File: config.mk
export PLATFORM = sky130hd
export DESIGN_NAME = midi_clock_bar_note_follower_top_flat
export DESIGN_NICKNAME = d
export VERILOG_FILES = /design/src/design/mcbnf_pkg.sv /design/src/design/mcbnf_if.sv /design/src/design/mcbnf_tracker.sv /design/src/design/midi_clock_bar_note_follower_top.sv /design/src/flat_wrapper.sv
export VERILOG_INCLUDE_DIRS = /design/src /design/src/design
export SDC_FILE = /design/constraint.sdc
export NUM_CORES = 1
export LEC_CHECK = 0
export BUFFER_PORTS_ARGS = -buffer_cell sky130_fd_sc_hd__buf_2
export CORE_MARGIN = 4
export CORE_UTILIZATION = 50
export CTS_CLUSTER_DIAMETER = 80
export DETAILED_ROUTE_END_ITERATION = 12
export GPL_ROUTABILITY_DRIVEN = 0
export PLACE_DENSITY = 0.68
export SYNTH_ARGS = -nofsm -noshare
export SYNTH_HDL_FRONTEND = slang
export SYNTH_HIERARCHICAL = 1
export SYNTH_SLANG_ARGS = --single-unit
File: constraint.sdc
create_clock -name clock -period 11 [get_ports clock]
set_input_delay 0.55 -clock clock [delete_from_list [all_inputs] [get_ports clock]]
set_output_delay 0.55 -clock clock [all_outputs]
set_load 0.05 [all_outputs]
File: src/design/midi_clock_bar_note_follower_top_assert.svh
// Assertion macros for the bar note follower.
`ifndef MIDI_CLOCK_BAR_NOTE_FOLLOWER_TOP_ASSERT_SVH
`define MIDI_CLOCK_BAR_NOTE_FOLLOWER_TOP_ASSERT_SVH

`ifndef SYNTHESIS

`define MCBNF_ASSERT_IMP(lbl, clk, rst, ante, cons) \
   lbl: assert property (@(posedge clk) disable iff (rst) (ante) |-> (cons)) \
      else $error("same-cycle assertion failed");

`define MCBNF_ASSERT_NXT(lbl, clk, rst, ante, cons) \
   lbl: assert property (@(posedge clk) disable iff (rst) (ante) |=> (cons)) \
      else $error("next-cycle assertion failed");

`else

`define MCBNF_ASSERT_IMP(lbl, clk, rst, ante, cons)

`define MCBNF_ASSERT_NXT(lbl, clk, rst, ante, cons)

`endif

`endif

File: src/design/mcbnf_pkg.sv
package mcbnf_pkg;

   localparam int COUNT_BITS_DEF    = 24;
   localparam int TICKS_PER_QUARTER = 24;
   localparam int BAR_TICKS         = 4 * TICKS_PER_QUARTER;
   localparam int SIXTEENTH_TICKS   = TICKS_PER_QUARTER / 4;
   // note-off window: 1 <= into and into*10 < bar length
   localparam int OFF_LAST_TICK     = (BAR_TICKS - 1) / 10;

   localparam logic [2:0] OP_CLOCK    = 3'd0;
   localparam logic [2:0] OP_START    = 3'd1;
   localparam logic [2:0] OP_STOP     = 3'd2;
   localparam logic [2:0] OP_CONTINUE = 3'd3;
   localparam logic [2:0] OP_SONGPOS  = 3'd4;

   localparam logic [1:0] CSR_ADVANCE  = 2'd0;
   localparam logic [1:0] CSR_CHANNEL  = 2'd1;
   localparam logic [1:0] CSR_NOTE     = 2'd2;
   localparam logic [1:0] CSR_VELOCITY = 2'd3;

   localparam logic [3:0] ADVANCE_RST  = 4'd2;
   localparam logic [3:0] CHANNEL_RST  = 4'd0;
   localparam logic [6:0] NOTE_RST     = 7'd60;
   localparam logic [6:0] VELOCITY_RST = 7'd100;

   typedef struct packed {
      logic        note_off;
      logic        note_on;
      logic [19:0] quarters;
      logic [21:0] position;
      logic        running;
      logic [31:0] clocks;
   } result_type;

endpackage

File: src/design/mcbnf_if.sv
interface mcbnf_req_if;
   logic        valid;
   logic        ready;
   logic [2:0]  opcode;
   logic [13:0] song_position;

   modport source (output valid, output opcode, output song_position, input ready);
   modport sink (input valid, input opcode, input song_position, output ready);
endinterface

interface mcbnf_rsp_if;
   logic        valid;
   logic        ready;
   logic        note_off_sent;
   logic        note_on_sent;
   logic [3:0]  out_channel;
   logic [6:0]  out_note;
   logic [6:0]  out_velocity;
   logic [19:0] beat_quarter_count;
   logic [21:0] position_sixteenths;
   logic        is_running;
   logic [31:0] clocks_received;

   modport source (output valid, output note_off_sent, output note_on_sent,
                   output out_channel, output out_note, output out_velocity,
                   output beat_quarter_count, output position_sixteenths,
                   output is_running, output clocks_received, input ready);
   modport sink (input valid, input note_off_sent, input note_on_sent,
                 input out_channel, input out_note, input out_velocity,
                 input beat_quarter_count, input position_sixteenths,
                 input is_running, input clocks_received, output ready);
endinterface

interface mcbnf_csr_if;
   logic       valid;
   logic       ready;
   logic [1:0] index;
   logic [6:0] wdata;

   modport source (output valid, output index, output wdata, input ready);
   modport sink (input valid, input index, input wdata, output ready);
endinterface

File: src/design/mcbnf_tracker.sv
`include "midi_clock_bar_note_follower_top_assert.svh"

module mcbnf_tracker #(
   parameter int COUNT_BITS = mcbnf_pkg::COUNT_BITS_DEF
) (
   input  logic                   clock,
   input  logic                   reset,
   input  logic                   accept,
   input  logic [2:0]             opcode,
   input  logic [13:0]            song_position,
   input  logic [3:0]             advance,
   output mcbnf_pkg::result_type  result
);

   // tick/96 and tick/6 are kept as running quotient/remainder pairs
   localparam int BAR_BITS = COUNT_BITS - 6;
   localparam int POS_BITS = COUNT_BITS - 2;
   localparam logic [COUNT_BITS-1:0] COUNT_MAX = '1;

   logic                       running_ff, running_in;
   logic [COUNT_BITS-1:0]      tick_ff, tick_in;
   logic [BAR_BITS-1:0]        bar_ff, bar_in;
   logic [6:0]                 into_ff, into_in;
   logic [2:0]                 sub_ff, sub_in;
   logic [POS_BITS-1:0]        pos_ff, pos_in;
   logic signed [BAR_BITS:0]   last_ff, last_in, last_pre;
   logic                       active_ff, active_in, active_pre;
   logic [31:0]                clocks_ff, clocks_in;

   logic                       check;
   logic                       stop_off;
   logic                       back;
   logic [BAR_BITS-1:0]        sp_bar;
   logic [3:0]                 adv_eff;
   logic                       first;
   logic [BAR_BITS:0]          bar_next;
   logic [BAR_BITS:0]          target;
   logic                       later;
   logic                       lead;
   logic                       emit;
   logic                       off_bar;

   assign sp_bar = BAR_BITS'(song_position[13:4]);
   assign back   = ({1'b0, tick_in} + (COUNT_BITS+1)'(mcbnf_pkg::TICKS_PER_QUARTER / 2))
                   < {1'b0, tick_ff};

   always_comb begin
      running_in = running_ff;
      tick_in    = tick_ff;
      bar_in     = bar_ff;
      into_in    = into_ff;
      sub_in     = sub_ff;
      pos_in     = pos_ff;
      last_pre   = last_ff;
      active_pre = active_ff;
      clocks_in  = clocks_ff;
      check      = 1'b0;
      stop_off   = 1'b0;
      case (opcode)
         mcbnf_pkg::OP_CLOCK: begin
            clocks_in = clocks_ff + 32'd1;
            if (running_ff) begin
               check = 1'b1;
               if (tick_ff != COUNT_MAX) begin
                  tick_in = tick_ff + COUNT_BITS'(1);
                  if (into_ff == 7'(mcbnf_pkg::BAR_TICKS - 1)) begin
                     into_in = '0;
                     bar_in  = bar_ff + BAR_BITS'(1);
                  end else begin
                     into_in = into_ff + 7'd1;
                  end
                  if (sub_ff == 3'(mcbnf_pkg::SIXTEENTH_TICKS - 1)) begin
                     sub_in = '0;
                     pos_in = pos_ff + POS_BITS'(1);
                  end else begin
                     sub_in = sub_ff + 3'd1;
                  end
               end
            end
         end
         mcbnf_pkg::OP_START: begin
            if (!running_ff) begin
               tick_in    = '0;
               bar_in     = '0;
               into_in    = '0;
               sub_in     = '0;
               pos_in     = '0;
               last_pre   = '1;
               running_in = 1'b1;
            end
         end
         mcbnf_pkg::OP_STOP: begin
            if (running_ff) begin
               stop_off   = active_ff;
               active_pre = 1'b0;
               tick_in    = '0;
               bar_in     = '0;
               into_in    = '0;
               sub_in     = '0;
               pos_in     = '0;
               last_pre   = '1;
               running_in = 1'b0;
            end
         end
         mcbnf_pkg::OP_CONTINUE: begin
            if (!running_ff) begin
               last_pre   = $signed({1'b0, bar_ff}) - 2'sd1;
               running_in = 1'b1;
            end
         end
         mcbnf_pkg::OP_SONGPOS: begin
            // six ticks per sixteenth, sixteen sixteenths per bar
            tick_in = COUNT_BITS'({song_position, 2'b00}) + COUNT_BITS'({song_position, 1'b0});
            bar_in  = sp_bar;
            into_in = 7'({song_position[3:0], 2'b00}) + 7'({song_position[3:0], 1'b0});
            sub_in  = '0;
            pos_in  = POS_BITS'(song_position);
            if (!running_ff || back) begin
               // half a bar is eight sixteenths
               if (song_position[3]) begin
                  last_pre = $signed({1'b0, sp_bar});
               end else begin
                  last_pre = $signed({1'b0, sp_bar}) - 2'sd1;
               end
            end
            check = running_ff;
         end
         default: begin
         end
      endcase
   end

   assign adv_eff  = (advance == 4'd0) ? 4'd1 : advance;
   assign first    = (bar_in == '0) && last_pre[BAR_BITS]
                     && (into_in < 7'(mcbnf_pkg::TICKS_PER_QUARTER));
   assign bar_next = {1'b0, bar_in} + (BAR_BITS+1)'(1);
   assign later    = $signed({1'b0, bar_next}) > $signed({last_pre[BAR_BITS], last_pre});
   assign lead     = into_in >= (7'(mcbnf_pkg::BAR_TICKS) - {3'b000, adv_eff});
   assign emit     = check && (first || (later && lead));
   assign target   = first ? {1'b0, bar_in} : bar_next;
   assign off_bar  = check && active_ff && (into_in != 7'd0)
                     && (into_in <= 7'(mcbnf_pkg::OFF_LAST_TICK));

   assign last_in   = emit ? $signed(target) : last_pre;
   assign active_in = emit || (active_pre && !off_bar);

   always_comb begin
      result          = '0;
      result.note_off = off_bar || stop_off;
      result.note_on  = emit;
      result.quarters = emit ? 20'({target, 2'b00}) : 20'd0;
      result.position = 22'(pos_in);
      result.running  = running_in;
      result.clocks   = clocks_in;
   end

   always_ff @(posedge clock) begin
      if (reset) begin
         running_ff <= 1'b0;
         tick_ff    <= '0;
         bar_ff     <= '0;
         into_ff    <= '0;
         sub_ff     <= '0;
         pos_ff     <= '0;
         last_ff    <= '1;
         active_ff  <= 1'b0;
         clocks_ff  <= '0;
      end else if (accept) begin
         running_ff <= running_in;
         tick_ff    <= tick_in;
         bar_ff     <= bar_in;
         into_ff    <= into_in;
         sub_ff     <= sub_in;
         pos_ff     <= pos_in;
         last_ff    <= last_in;
         active_ff  <= active_in;
         clocks_ff  <= clocks_in;
      end
   end

   `MCBNF_ASSERT_IMP(a_remainders_in_range, clock, reset, 1'b1,
                     (into_ff < 7'(mcbnf_pkg::BAR_TICKS))
                     && (sub_ff < 3'(mcbnf_pkg::SIXTEENTH_TICKS)))
   `MCBNF_ASSERT_NXT(a_note_on_arms, clock, reset, accept && result.note_on,
                     active_ff && running_ff)
   `MCBNF_ASSERT_IMP(a_stopped_clock_silent, clock, reset,
                     accept && !running_ff && (opcode == mcbnf_pkg::OP_CLOCK),
                     !result.note_on && !result.note_off)
   `MCBNF_ASSERT_NXT(a_stop_rewinds, clock, reset,
                     accept && running_ff && (opcode == mcbnf_pkg::OP_STOP),
                     !running_ff && !active_ff && (tick_ff == '0) && last_ff[BAR_BITS])

endmodule

File: src/design/midi_clock_bar_note_follower_top.sv
// MIDI clock follower in slave mode. Each request transaction carries one transport
// event (clock, start, stop, continue, song position); each one yields exactly one
// response transaction, saying whether a note-off and/or the bar note-on is to be
// sent, with channel, note, velocity, the bar index times four, the position in
// sixteenths, the running flag and the wrapping clock total. The state update and the
// response are computed in a single pass and land in the response register, so a new
// event is taken in every cycle unless that register is full and not being drained.
// Settings are written through the CSR channel, which is always ready; write them only
// while no event is in flight.
module midi_clock_bar_note_follower_top #(
   parameter int COUNT_BITS = mcbnf_pkg::COUNT_BITS_DEF
) (
   input logic         clock,
   input logic         reset,
   mcbnf_req_if.sink   req_if,
   mcbnf_rsp_if.source rsp_if,
   mcbnf_csr_if.sink   csr_if
);

   logic [3:0] adv_ff;
   logic [3:0] chan_ff;
   logic [6:0] note_ff;
   logic [6:0] vel_ff;

   logic                  accept;
   mcbnf_pkg::result_type result;

   logic        rsp_valid_ff;
   logic        off_ff;
   logic        on_ff;
   logic [3:0]  rsp_chan_ff;
   logic [6:0]  rsp_note_ff;
   logic [6:0]  rsp_vel_ff;
   logic [19:0] quarters_ff;
   logic [21:0] position_ff;
   logic        running_ff;
   logic [31:0] clocks_ff;

   assign csr_if.ready = 1'b1;

   always_ff @(posedge clock) begin
      if (reset) begin
         adv_ff  <= mcbnf_pkg::ADVANCE_RST;
         chan_ff <= mcbnf_pkg::CHANNEL_RST;
         note_ff <= mcbnf_pkg::NOTE_RST;
         vel_ff  <= mcbnf_pkg::VELOCITY_RST;
      end else if (csr_if.valid) begin
         unique case (csr_if.index)
            mcbnf_pkg::CSR_ADVANCE:  adv_ff  <= csr_if.wdata[3:0];
            mcbnf_pkg::CSR_CHANNEL:  chan_ff <= csr_if.wdata[3:0];
            mcbnf_pkg::CSR_NOTE:     note_ff <= csr_if.wdata;
            mcbnf_pkg::CSR_VELOCITY: vel_ff  <= csr_if.wdata;
            default: begin
            end
         endcase
      end
   end

   // response register frees up in the same cycle it is drained
   assign req_if.ready = !rsp_valid_ff || rsp_if.ready;
   assign accept       = req_if.valid && req_if.ready;

   mcbnf_tracker #(
      .COUNT_BITS (COUNT_BITS)
   ) u_tracker (
      .clock         (clock),
      .reset         (reset),
      .accept        (accept),
      .opcode        (req_if.opcode),
      .song_position (req_if.song_position),
      .advance       (adv_ff),
      .result        (result)
   );

   always_ff @(posedge clock) begin
      if (reset) begin
         rsp_valid_ff <= 1'b0;
      end else if (accept) begin
         rsp_valid_ff <= 1'b1;
      end else if (rsp_if.ready) begin
         rsp_valid_ff <= 1'b0;
      end
   end

   always_ff @(posedge clock) begin
      if (accept) begin
         off_ff      <= result.note_off;
         on_ff       <= result.note_on;
         rsp_chan_ff <= chan_ff;
         rsp_note_ff <= note_ff;
         rsp_vel_ff  <= result.note_on ? vel_ff : 7'd0;
         quarters_ff <= result.quarters;
         position_ff <= result.position;
         running_ff  <= result.running;
         clocks_ff   <= result.clocks;
      end
   end

   assign rsp_if.valid               = rsp_valid_ff;
   assign rsp_if.note_off_sent       = off_ff;
   assign rsp_if.note_on_sent        = on_ff;
   assign rsp_if.out_channel         = rsp_chan_ff;
   assign rsp_if.out_note            = rsp_note_ff;
   assign rsp_if.out_velocity        = rsp_vel_ff;
   assign rsp_if.beat_quarter_count  = quarters_ff;
   assign rsp_if.position_sixteenths = position_ff;
   assign rsp_if.is_running          = running_ff;
   assign rsp_if.clocks_received     = clocks_ff;

endmodule

File: src/flat_wrapper.sv
// flat-port wrapper written by rule: the top's interface ports become plain ports
module midi_clock_bar_note_follower_top_flat 
#(
   parameter int COUNT_BITS = mcbnf_pkg::COUNT_BITS_DEF
)
  (clock, reset, req_if_valid, req_if_opcode, req_if_song_position, req_if_ready, rsp_if_valid, rsp_if_note_off_sent, rsp_if_note_on_sent, rsp_if_out_channel, rsp_if_out_note, rsp_if_out_velocity, rsp_if_beat_quarter_count, rsp_if_position_sixteenths, rsp_if_is_running, rsp_if_clocks_received, rsp_if_ready, csr_if_valid, csr_if_index, csr_if_wdata, csr_if_ready);
  mcbnf_req_if req_if_i ();
  mcbnf_rsp_if rsp_if_i ();
  mcbnf_csr_if csr_if_i ();
  input logic clock;
  input logic reset;
  input wire logic [$bits(req_if_i.valid)-1:0] req_if_valid;
  input wire logic [$bits(req_if_i.opcode)-1:0] req_if_opcode;
  input wire logic [$bits(req_if_i.song_position)-1:0] req_if_song_position;
  output wire logic [$bits(req_if_i.ready)-1:0] req_if_ready;
  output wire logic [$bits(rsp_if_i.valid)-1:0] rsp_if_valid;
  output wire logic [$bits(rsp_if_i.note_off_sent)-1:0] rsp_if_note_off_sent;
  output wire logic [$bits(rsp_if_i.note_on_sent)-1:0] rsp_if_note_on_sent;
  output wire logic [$bits(rsp_if_i.out_channel)-1:0] rsp_if_out_channel;
  output wire logic [$bits(rsp_if_i.out_note)-1:0] rsp_if_out_note;
  output wire logic [$bits(rsp_if_i.out_velocity)-1:0] rsp_if_out_velocity;
  output wire logic [$bits(rsp_if_i.beat_quarter_count)-1:0] rsp_if_beat_quarter_count;
  output wire logic [$bits(rsp_if_i.position_sixteenths)-1:0] rsp_if_position_sixteenths;
  output wire logic [$bits(rsp_if_i.is_running)-1:0] rsp_if_is_running;
  output wire logic [$bits(rsp_if_i.clocks_received)-1:0] rsp_if_clocks_received;
  input wire logic [$bits(rsp_if_i.ready)-1:0] rsp_if_ready;
  input wire logic [$bits(csr_if_i.valid)-1:0] csr_if_valid;
  input wire logic [$bits(csr_if_i.index)-1:0] csr_if_index;
  input wire logic [$bits(csr_if_i.wdata)-1:0] csr_if_wdata;
  output wire logic [$bits(csr_if_i.ready)-1:0] csr_if_ready;
  assign req_if_i.valid = req_if_valid;
  assign req_if_i.opcode = req_if_opcode;
  assign req_if_i.song_position = req_if_song_position;
  assign req_if_ready = req_if_i.ready;
  assign rsp_if_valid = rsp_if_i.valid;
  assign rsp_if_note_off_sent = rsp_if_i.note_off_sent;
  assign rsp_if_note_on_sent = rsp_if_i.note_on_sent;
  assign rsp_if_out_channel = rsp_if_i.out_channel;
  assign rsp_if_out_note = rsp_if_i.out_note;
  assign rsp_if_out_velocity = rsp_if_i.out_velocity;
  assign rsp_if_beat_quarter_count = rsp_if_i.beat_quarter_count;
  assign rsp_if_position_sixteenths = rsp_if_i.position_sixteenths;
  assign rsp_if_is_running = rsp_if_i.is_running;
  assign rsp_if_clocks_received = rsp_if_i.clocks_received;
  assign rsp_if_i.ready = rsp_if_ready;
  assign csr_if_i.valid = csr_if_valid;
  assign csr_if_i.index = csr_if_index;
  assign csr_if_i.wdata = csr_if_wdata;
  assign csr_if_ready = csr_if_i.ready;
  midi_clock_bar_note_follower_top #(.COUNT_BITS(COUNT_BITS)) u_core (.clock(clock), .reset(reset), .req_if(req_if_i), .rsp_if(rsp_if_i), .csr_if(csr_if_i));
endmodule
Word-level counts from Yosys, hierarchy flattened
Cells that the tools add are included.
- $add $sub $neg: 13
- magnitude comparators: 5
- equal/unequal tests: 14
- muxes and demuxes: 48
- reductions and logical operators: 30
- operator list (kind ; count):
    $mux W19 ; 7
    $mux W22 ; 5
    $mux W24 ; 4
    $pmux W24 S4 ; 1
    $mux W18 ; 5
    $pmux W22 S4 ; 1
    $pmux W19 S4 ; 1
    $pmux W18 S4 ; 1
    $mux W7 ; 5
    $add A32 B1 Y32 const B ; 1
    $mux W32 ; 1
    $pmux W7 S4 ; 1
    $add A24 B4 Y25 const B ; 1
    $lt A25 B24 Y1 ; 1
    $add A24 B1 Y24 const B ; 1
    $ne A24 B24 Y1 const B ; 1
    $add A22 B1 Y22 const B ; 1
    $gt A20 B19 Y1 ; 1
    $add A18 B1 Y19 const B ; 1
    $sub A18 B1 Y19 const B ; 1
    $add A18 B1 Y18 const B ; 1
    $logic_not A18 Y1 ; 1
    $add A16 B15 Y17 ; 1
    $mux W3 ; 5
    31 further kinds ; 61
- bits in registers: 245
- input bits: 31
- output and inout port bits: 98
- word-level logic and storage cells: 134

Logic depth before layout (Yosys ltp)
Gate-level depths: netlist (run 1).
- word-level depth: 14
- depth in mapped cells: 44
- depth with buffers taken out: 39

Hierarchy
Netlist (run 1), hierarchy kept.
- modules (own cells, without submodules) (module ; times used ; cells each ; area each (um^2) ; seq. area each (um^2)):
    mcbnf_tracker ; 1 ; 1776 ; 12749.7 ; 2542.4
    midi_clock_bar_note_follower_top ; 1 ; 199 ; 3865.0 ; 3313.2

Worst setup path before layout (run 1)
OpenSTA, ideal clock, no wires.
- kind: in2reg
- start: input port req_if_opcode[0]
- end: register u_core.rsp_vel_ff[0] (netlist: u_core/rsp_if.out_velocity[0]), data pin
- setup time: 0.255 ns
- arrival time: 8.139 ns
- data required time: 10.745 ns
- path slack: 2.606 ns
- stages: 43
- path buffers: 9
- cell sequence: buf_2 or3_1 buf_2 buf_2 clkbuf_1 clkbuf_1 nor4_1 nor3_1 ha_1 nor3_1 nand4_1 or2_2 nor2_1 xnor2_1 ha_1 and3_1 nand3_1 or4_1 [7 not listed] or3_1 o211ai_1 ha_1 a21o_1 a21o_1 a21o_1 a21oi_1 o221ai_1 a221oi_1 a31oi_1 a41o_1 a211oi_2 or2_4 inv_4 buf_12 buf_12 buf_4 and2_1
- longest elaborated chain between the ends: 11
- elaborated cells between the ends (all ways): 24
- those cells by class: 2 x add/sub; 4 x order compare; 4 x eq/ne; 6 x mux; 8 x reduce/logical
- ends and longest elaborated chain (what ; line ; source):
    start: declaration ; flat_wrapper.sv:13 ; input wire logic [$bits(req_if_i.opcode)-1:0] req_if_opcode;
    $eq A3 B3 Y1, or another cell as far along ; mcbnf_tracker.sv:59 ; case (opcode)
    $pmux W24 S4 ; mcbnf_tracker.sv:59 ;
    $add A24 B4 Y25 ; mcbnf_tracker.sv:44 ; assign back = ({1'b0, tick_in} + (COUNT_BITS+1)'(mcbnf_pkg::TICKS_PER_QUARTER / 2))
    $lt A25 B24 Y1 ; mcbnf_tracker.sv:45 ; < {1'b0, tick_ff};
    $logic_or A1 B1 Y1 ; mcbnf_tracker.sv:118 ; if (!running_ff || back) begin
    $mux W19 ; mcbnf_tracker.sv:118 ;
    $pmux W19 S4 ; mcbnf_tracker.sv:59 ;
    $gt A20 B19 Y1 / $logic_and A1 B1 Y1 (equally long branches) ; mcbnf_tracker.sv:137, mcbnf_tracker.sv:134 ;
    $logic_and A1 B1 Y1, on equally long branches ; mcbnf_tracker.sv:139, mcbnf_tracker.sv:135 ;
    $logic_or A1 B1 Y1 ; mcbnf_tracker.sv:139 ; assign emit = check && (first || (later && lead));
    $logic_and A1 B1 Y1 * ; mcbnf_tracker.sv:139 ;
    net u_core.u_tracker.emit ; mcbnf_tracker.sv:40 ; logic emit;
    end signal: assignment ; midi_clock_bar_note_follower_top.sv:91 ; rsp_vel_ff <= result.note_on ? vel_ff : 7'd0;
    end: declaration ; midi_clock_bar_note_follower_top.sv:33 ; logic [6:0] rsp_vel_ff;
Mark *: on every way through the listed nets, which the timed path passes. The rest lies on a longest branch.
A chain may end at the register's enable or synchronous reset.

==> run summary, run 1 <==
Worst VDD drop = 0.1354 mV
worst-path fanout max = 29
EDFF count, synth = 95
vias in the first global route = 14.58k
leading area contributor after synthesis = dfxtp_1
R2R Setup Slk = 1.22 ns
hold path depth = 3
slew margin rel. = 28.70%
# DRC = 0
Synth Flop Type = dfxtp_1
CTS hold repair buffers = 0
Seq/Total Area, Yosys = 35.24%
Syn Inst Count = 1975
Starting Density = 50.94%
Slew Limit Fails = 0
Clock Skews = 0.01779 ns
largest net degree at the start of global routing = 82
Routed wire per std cell = 20.54 um
Die ar. = 36210 um2
GR Util All Layers = 27.29%
Worst path slowest cell = nor4_1
RSZ-0062 raised after global routing = no
row count = 66
period utilization = 88.89%
Setup Fix Bufs, Post-CTS = 0
Min-Delay Startpoint = req_if_valid
status = completed
Num Clock Sinks = 245
Worst EP arrival = 10.23 ns
TritonCTS Buffers = 29
Fin Setup TNS = 0 ns
post-synthesis async set-or-reset flop share = 0%
Post-DP Area = 17430 um2
worst-skew pair later-pin latency = 0.58 ns
Critical R2R Capture = u_core/u_tracker/last_ff[5]
Ant. Diodes = 0
Port Buffers = 127
Layout Area Growth over Synthesis = 10.87%
R2R Path Start = u_core/u_tracker/tick_ff[0]
post-layout min period = 9.778 ns
clock tree buffer depth = 3
Distinct cells, synth = 99
post-route ant nets = 0
slowest stage delay, CP = 0.65 ns
ranking of synthesized cells by area = dfxtp_1 18%, edfxtp_1 17%, ha_1 6.3%, nor2_1 5.3%, nand2_1 3.9%
CP endpoint kind = register
via count = 15.64k
vias per cell = 6.264
Slew @ Worst Pin = 1.061 ns
root buffer cell = clkbuf_16
fmax = 0.1023 GHz
Synth top area share = 18.07%
WS Path Type = reg -> reg
fin area = 18420 um2
CTS tree = done
TritonRoute pass-1 iters = 6
post-DP HPWL = 37.08 mm
#FFs+latches synth = 245
H-tree Lvls = 1
Clock transition at path regs = 0.06 ns
Yosys Warn Count = 6
die height = 190.3 um
syn_area_per_cell = 8.412 um2
WP data required = 11.45 ns
Mapped Area = 16610 um2
critical path launch point type = register
Worst Hold End = u_core/rsp_if.valid
proportion of layout cells with a drive suffix above 1 = 12.12%
total grt overflow = 0
Worst Reg2Reg Path Length in Cells = 37
core area = 32620 um2
final WL = 51.28 mm
die width = 190.3 um
num ports = 129
initial antenna violation count = 0
PwrDens = 137.3 nW/um2
Post-CTS Resized = 0
number of DRC markers in iteration 0 = 1861
first-pass GRT wire length = 80.13 mm
final hold viol count = 0
hold crit path type = in -> reg
leakage dissipation = 7.216 nW
Setup-failing EPs final = 0
Final nets = 2148
Max-Cap Viols = 0
## synth_stat cells, types with 7 or more instances
cell	number
o211ai_1	18
o31a_1	12
a31oi_1	22
nor2b_1	11
nor3_1	52
a21o_1	24
nand2_1	171
a221o_1	9
o21ai_0	83
o2111ai_1	7
edfxtp_1	95
o31ai_1	9
and2_1	29
ha_1	84
nand2b_1	37
nor2_1	235
and3_1	27
xor2_1	67
a211oi_1	47
nand4_1	33
and4_1	12
buf_1	7
a21boi_0	7
nand3b_1	12
xnor2_1	64
nor4_1	23
buf_2	27
clkbuf_1	80
nand3_1	67
or2_2	19
or3_1	28
mux2i_1	49
a21oi_1	110
o21a_1	13
a221oi_1	9
dfxtp_1	150
inv_1	73
## cell usage in the layout, fill, tap and decap left out, types with 64 or more instances in the layout
cell / count
inv_1: 73
xnor2_1: 64
dfxtp_1: 150
a21oi_1: 110
nor2_1: 235
nand3_1: 67
o21ai_0: 83
xor2_1: 67
ha_1: 84
buf_2: 126
edfxtp_1: 95
nand2_1: 171
## power breakdown
part / switching, W / internal [W] / total (W)
logic: 0.000356 / 0.000164 / 0.000520
clock network: 0.000388 / 0.000595 / 0.000983
registers: 0.0000410 / 0.000985 / 0.00103
## area by class of cell
| cell class | instances | area, um2 |
|---|---|---|
| clock buffers | 42 | 867.1 |
| clock inverters | 12 | 127.6 |
| fillers | 2946 | 14200 |
| inverters | 75 | 284.0 |
| multi-input cells | 1532 | 9930 |
| flip-flops and latches | 245 | 5856 |
| well taps | 442 | 553.0 |
| repair buffers | 149 | 803.3 |
## flip-flops by register name, summed over array words and instances, names as in the netlist, 18 cells and up
register / count
u_core/rsp_if.beat_quarter_count: 20
u_core/u_tracker/bar_ff: 18
u_core/u_tracker/pos_ff: 22
u_core/rsp_if.clocks_received: 32
u_core/rsp_if.position_sixteenths: 22
u_core/u_tracker/clocks_ff: 32
u_core/u_tracker/tick_ff: 24
u_core/u_tracker/last_ff: 19
## per-layer routing
layer  wire length (um)  GRT usage, %  up-vias  part of all wire (%)
li1                   -             -     7304                     -
met5                  0             0        -                     0
met4               2747         12.10        0                   5.4
met3               4860         5.346      204                   9.5
met2              22520         43.55      839                    44
met1              21150         36.09     7295                    41
## stage by stage
step / hold WS, ns / cells / setup slack (ns) / total power [W] / utilization (%)
final: 0.2343 / 2497 / 1.222 / 0.002529 / 56.47
after global routing: 0.2465 / 2497 / 0.7898 / 0.002632 / 56.47
after CTS: 0.2042 / 2497 / 1.566 / 0.002537 / 56.47
after detailed placement: 0.4164 / 2443 / 1.419 / 0.001548 / 53.42
after global placement: 0.4134 / 2443 / 1.748 / 0.001541 / 53.42
after floorplan: 0.4090 / 1976 / 2.606 / 0.001408 / -
## logic make-up (layout without fill, tap and decap cells)
family          count (synthesis)  in the layout  synth area share [%]
compound gates                470            470                 19.55
xor+xnor                      131            131                 6.906
fa+ha+maj                      85             85                 6.446
buf+inv                       199            278                 5.098
flops                         245            245                 35.24
mux                            49             49                 2.952
other cells                     3              4               0.06777
simple gates                  793            793                 23.74
## worst max-delay path, delay by kind of cell, from the launching register on
kind	cells	cell delay, ns
AO/OA/AOI/OAI	20	4.68
AND/OR/NAND/NOR	12	3.33
adder cells (fa/ha/maj)	3	0.88
flip-flops	1	0.43
XOR/XNOR	1	0.16
buffers and inverters	1	0.15
## worst max path at each step
stage,from,end
4_1_cts,u_core/u_tracker/tick_ff[0],u_core/u_tracker/last_ff[5]
2_1_floorplan,req_if_opcode[0],u_core/rsp_if.out_velocity[0]
3_3_place_gp,req_if_opcode[2],u_core/u_tracker/last_ff[3]
5_1_grt,u_core/u_tracker/tick_ff[0],u_core/u_tracker/last_ff[5]
6_report,u_core/u_tracker/tick_ff[0],u_core/u_tracker/last_ff[5]
3_5_place_dp,req_if_opcode[2],u_core/u_tracker/last_ff[5]
(Power assumes the default switching activity.)
==> run 2: changes to the inputs <==
ABC_AREA = 1   (was unset)
==> run 2 against run 1 <==
- core utilization decreased by 0.45 points
- first-iteration DRC count is 2.1% lower
- setup slack improved by 1.2 ns
- critical path depth grew 10
- worst hold slack better by 0.0044 ns
- sequential cell count unchanged
- via count is 12% higher
- clock skew decreased by 0.0064 ns
- critical path type unchanged
- critical endpoint is now u_core/rsp_if.out_velocity[6]
- largest cell class unchanged
- highest routed layer is now met5
==> run summary, run 2 <==
Mapped Area = 17750 um2 (+6.8%)
post-layout min period = 8.608 ns (-1.171 ns)
commonest non-fill, non-tap cell in the layout = nand2_1
total grt overflow = 0 (unchanged)
hold path depth = 3 (unchanged)
CTS hold repair buffers = 0 (unchanged)
R2R Setup Slk = 2.39 ns (+1.17 ns)
WS Path Type = reg -> reg
core area = 34800 um2 (+6.7%)
Worst Reg2Reg Path Length in Cells = 47 (+27%)
TritonCTS Buffers = 30 (+3.4%)
critical path launch point type = register
die width = 196.4 um (+3.2%)
post-synthesis async set-or-reset flop share = 0% (unchanged)
vias in the first global route = 16.25k (+11%)
R2R Path Start = u_core/u_tracker/tick_ff[0]
Slew Limit Fails = 0 (unchanged)
Worst path slowest cell = dfxtp_1
CP most frequent cell = nand2_1
Die ar. = 38570 um2 (+6.5%)
count leader, synth = nand2_1
vias per cell = 5.699 (-9.0%)
H-tree Lvls = 1 (unchanged)
status = completed
Fin Setup TNS = 0 ns (unchanged)
final WL = 53.10 mm (+3.5%)
via count = 17.57k (+12%)
WP data required = 11.32 ns (-0.13 ns)
pre-CTS WS = 2.125 ns (+0.7055 ns)
Routed wire per std cell = 17.23 um (-16%)
Num Clock Sinks = 245 (unchanged)
proportion of layout cells with a drive suffix above 1 = 10.70% (-1.4 points)
hold crit path type = in -> reg
area of the multi-input gates = 9866 um2 (-0.64%)
Synth Flop Type = dfxtp_1
Worst VDD drop = 0.1193 mV (-12%)
CTS tree = done
Post-CTS Resized = 0 (unchanged)
Worst EP arrival = 8.92 ns (-1.31 ns)
Clock Skews = 0.01142 ns (-0.006373 ns)
most frequent cells in the layout = 499 x nand2_1, 377 x inv_1, 233 x nor2_1
Final nets = 2717 (+26%)
initial antenna violation count = 2 (+2)
ranking of synthesized cells by area = dfxtp_1 17%, edfxtp_1 16%, nand2_1 11%, inv_1 8.0%, ha_1 5.9%
hold_ws = 0.2387 ns (+0.004392 ns)
Seq/Total Area, Yosys = 32.99% (-2.3 points)
Final Util = 56.02% (-0.45 points)
Min-Delay Startpoint = csr_if_wdata[6]
Layout Area Growth over Synthesis = 9.841%
Slew @ Worst Pin = 1.000 ns (-0.06089 ns)
Max-Cap Viols = 0 (unchanged)
TritonRoute pass-1 iters = 6 (unchanged)
Yosys Warn Count = 6 (unchanged)
num ports = 129 (unchanged)
root buffer cell = clkbuf_16
setup ws final = 2.392 ns (+1.171 ns)
fmax = 0.1162 GHz (+14%)
#FFs+latches synth = 245 (unchanged)
largest net degree at the start of global routing = 188 (+130%)
slowest stage delay, CP = 0.58 ns (-0.07 ns)
PwrDens = 138.5 nW/um2 (+0.88%)
# DRC = 0 (unchanged)
CP endpoint kind = register
Syn Inst Count = 2544 (+29%)
Distinct cells, synth = 62 (-37%)
first-pass GRT wire length = 85.10 mm (+6.2%)
post-DP HPWL = 38.38 mm (+3.5%)
Pwr Total = 0.002700 W (+6.8%)
RSZ-0062 raised after global routing = no
slew margin rel. = 33.23% (+4.5 points)
sequential cell area = 5856 um2 (unchanged)
worst-skew pair later-pin latency = 0.56 ns (-0.02 ns)
die height = 196.4 um (+3.2%)
Setup Fix Bufs, Post-CTS = 0 (unchanged)
Starting Density = 51.00% (+0.067 points)
Critical R2R Capture = u_core/rsp_if.out_velocity[6]
Setup-failing EPs final = 0 (unchanged)
syn_area_per_cell = 6.977 um2 (-17%)
Clock transition at path regs = 0.06 ns (about the same)
period utilization = 78.25% (-11 points)
Port Buffers = 127 (unchanged)
most common library cells after synthesis = 499 x nand2_1, 378 x inv_1, 233 x nor2_1
worst-path fanout max = 20 (-31%)
Synth top area share = 16.92% (-1.2 points)
row count = 68 (+3.0%)
post-route ant nets = 0 (unchanged)
leading area contributor after synthesis = dfxtp_1
clock tree buffer depth = 3 (unchanged)
final hold viol count = 0 (unchanged)
number of DRC markers in iteration 0 = 1821 (-2.1%)
GR Util All Layers = 26.48% (-0.80 points)
Worst Hold End = u_core/note_ff[6]
leakage dissipation = 9.165 nW (+27%)
# fillers = 3301 (+12%)
EDFF count, synth = 95 (unchanged)
==> run 2: changes by cell type after synthesis, moves of 29 or more <==
cell / previous run / this run
o21ai_0: 83 / 162
mux2i_1: 49 / 0
xor2_1: 67 / 96
inv_1: 73 / 378
a21oi_1: 110 / 192
nand2_1: 171 / 499
nand2b_1: 37 / 0
xnor2_1: 64 / 5
nand3_1: 67 / 163
and2_1: 29 / 0
==> run 2: kinds of logic after synthesis <==
logic type | count (synthesis) | share of synthesized area, %
compound gates | 508 | 16.52
xor+xnor | 101 | 4.984
fa+ha+maj | 85 | 6.035
buf+inv | 512 | 11.51
flops | 245 | 32.99
other cells | 3 | 0.06344
simple gates | 1090 | 27.90
==> run 2: power breakdown <==
group | leakage (nW) | switching (W) | internal (W)
clock network | 0.463 | 0.000411 | 0.000564
logic | 6.51 | 0.000467 | 0.000184
registers | 2.19 | 0.0000608 | 0.00101
total | 9.16 | 0.000939 | 0.00176
==> run 2: how the worst max path moves through the flow <==
stage	from	end	slack, ns	cells after the start
after global routing	u_core/u_tracker/tick_ff[0]	u_core/rsp_if.out_velocity[4]	1.77	47
after detailed placement	req_if_opcode[1]	u_core/rsp_if.out_velocity[4]	2.12	45
after floorplan	req_if_valid	u_core/u_tracker/last_ff[0]	4.09	8
final	u_core/u_tracker/tick_ff[0]	u_core/rsp_if.out_velocity[6]	2.39	47
after CTS	u_core/u_tracker/tick_ff[0]	u_core/rsp_if.out_velocity[4]	2.54	47
after global placement	req_if_opcode[1]	u_core/rsp_if.out_velocity[4]	2.47	45
==> run 2: metal layers <==
metal | part of all wire, % | track usage [%] | vias to the layer above | wire length, um
li1 | - | - | 8542 | -
met5 | 0.013 | 0 | - | 7
met3 | 8.0 | 3.812 | 133 | 4232
met1 | 44 | 36.79 | 8121 | 23170
met2 | 45 | 42.47 | 767 | 23800
met4 | 3.6 | 9.258 | 2 | 1895
==> run 2: metrics by stage <==
step                      cell area, um2  std cells
final                              19490       3082
after global routing               19490       3081
after CTS                          19490       3080
after detailed placement           18520       3024
after global placement             18520       3024
after floorplan                    17750       2545
==> run 2: cell type report <==
class	count	area share, %
Sequential cell	245	30.04
Clock inverter	21	0.9306
Antenna cell	2	0.02567
Timing Repair Buffer	136	3.684
Tap cell	455	2.920
Inverter	400	7.740
Clock buffer	35	4.056
Multi-Input combinational cell	1788	50.61
==> run 2: worst max-delay path, delay by kind of cell (launching register included) <==
kind | cells | cell delay, ns
buf+inv | 7 | 0.80
compound gates | 11 | 1.85
xor+xnor | 1 | 0.15
simple gates | 24 | 3.66
fa+ha+maj | 4 | 1.26
flops | 1 | 0.58
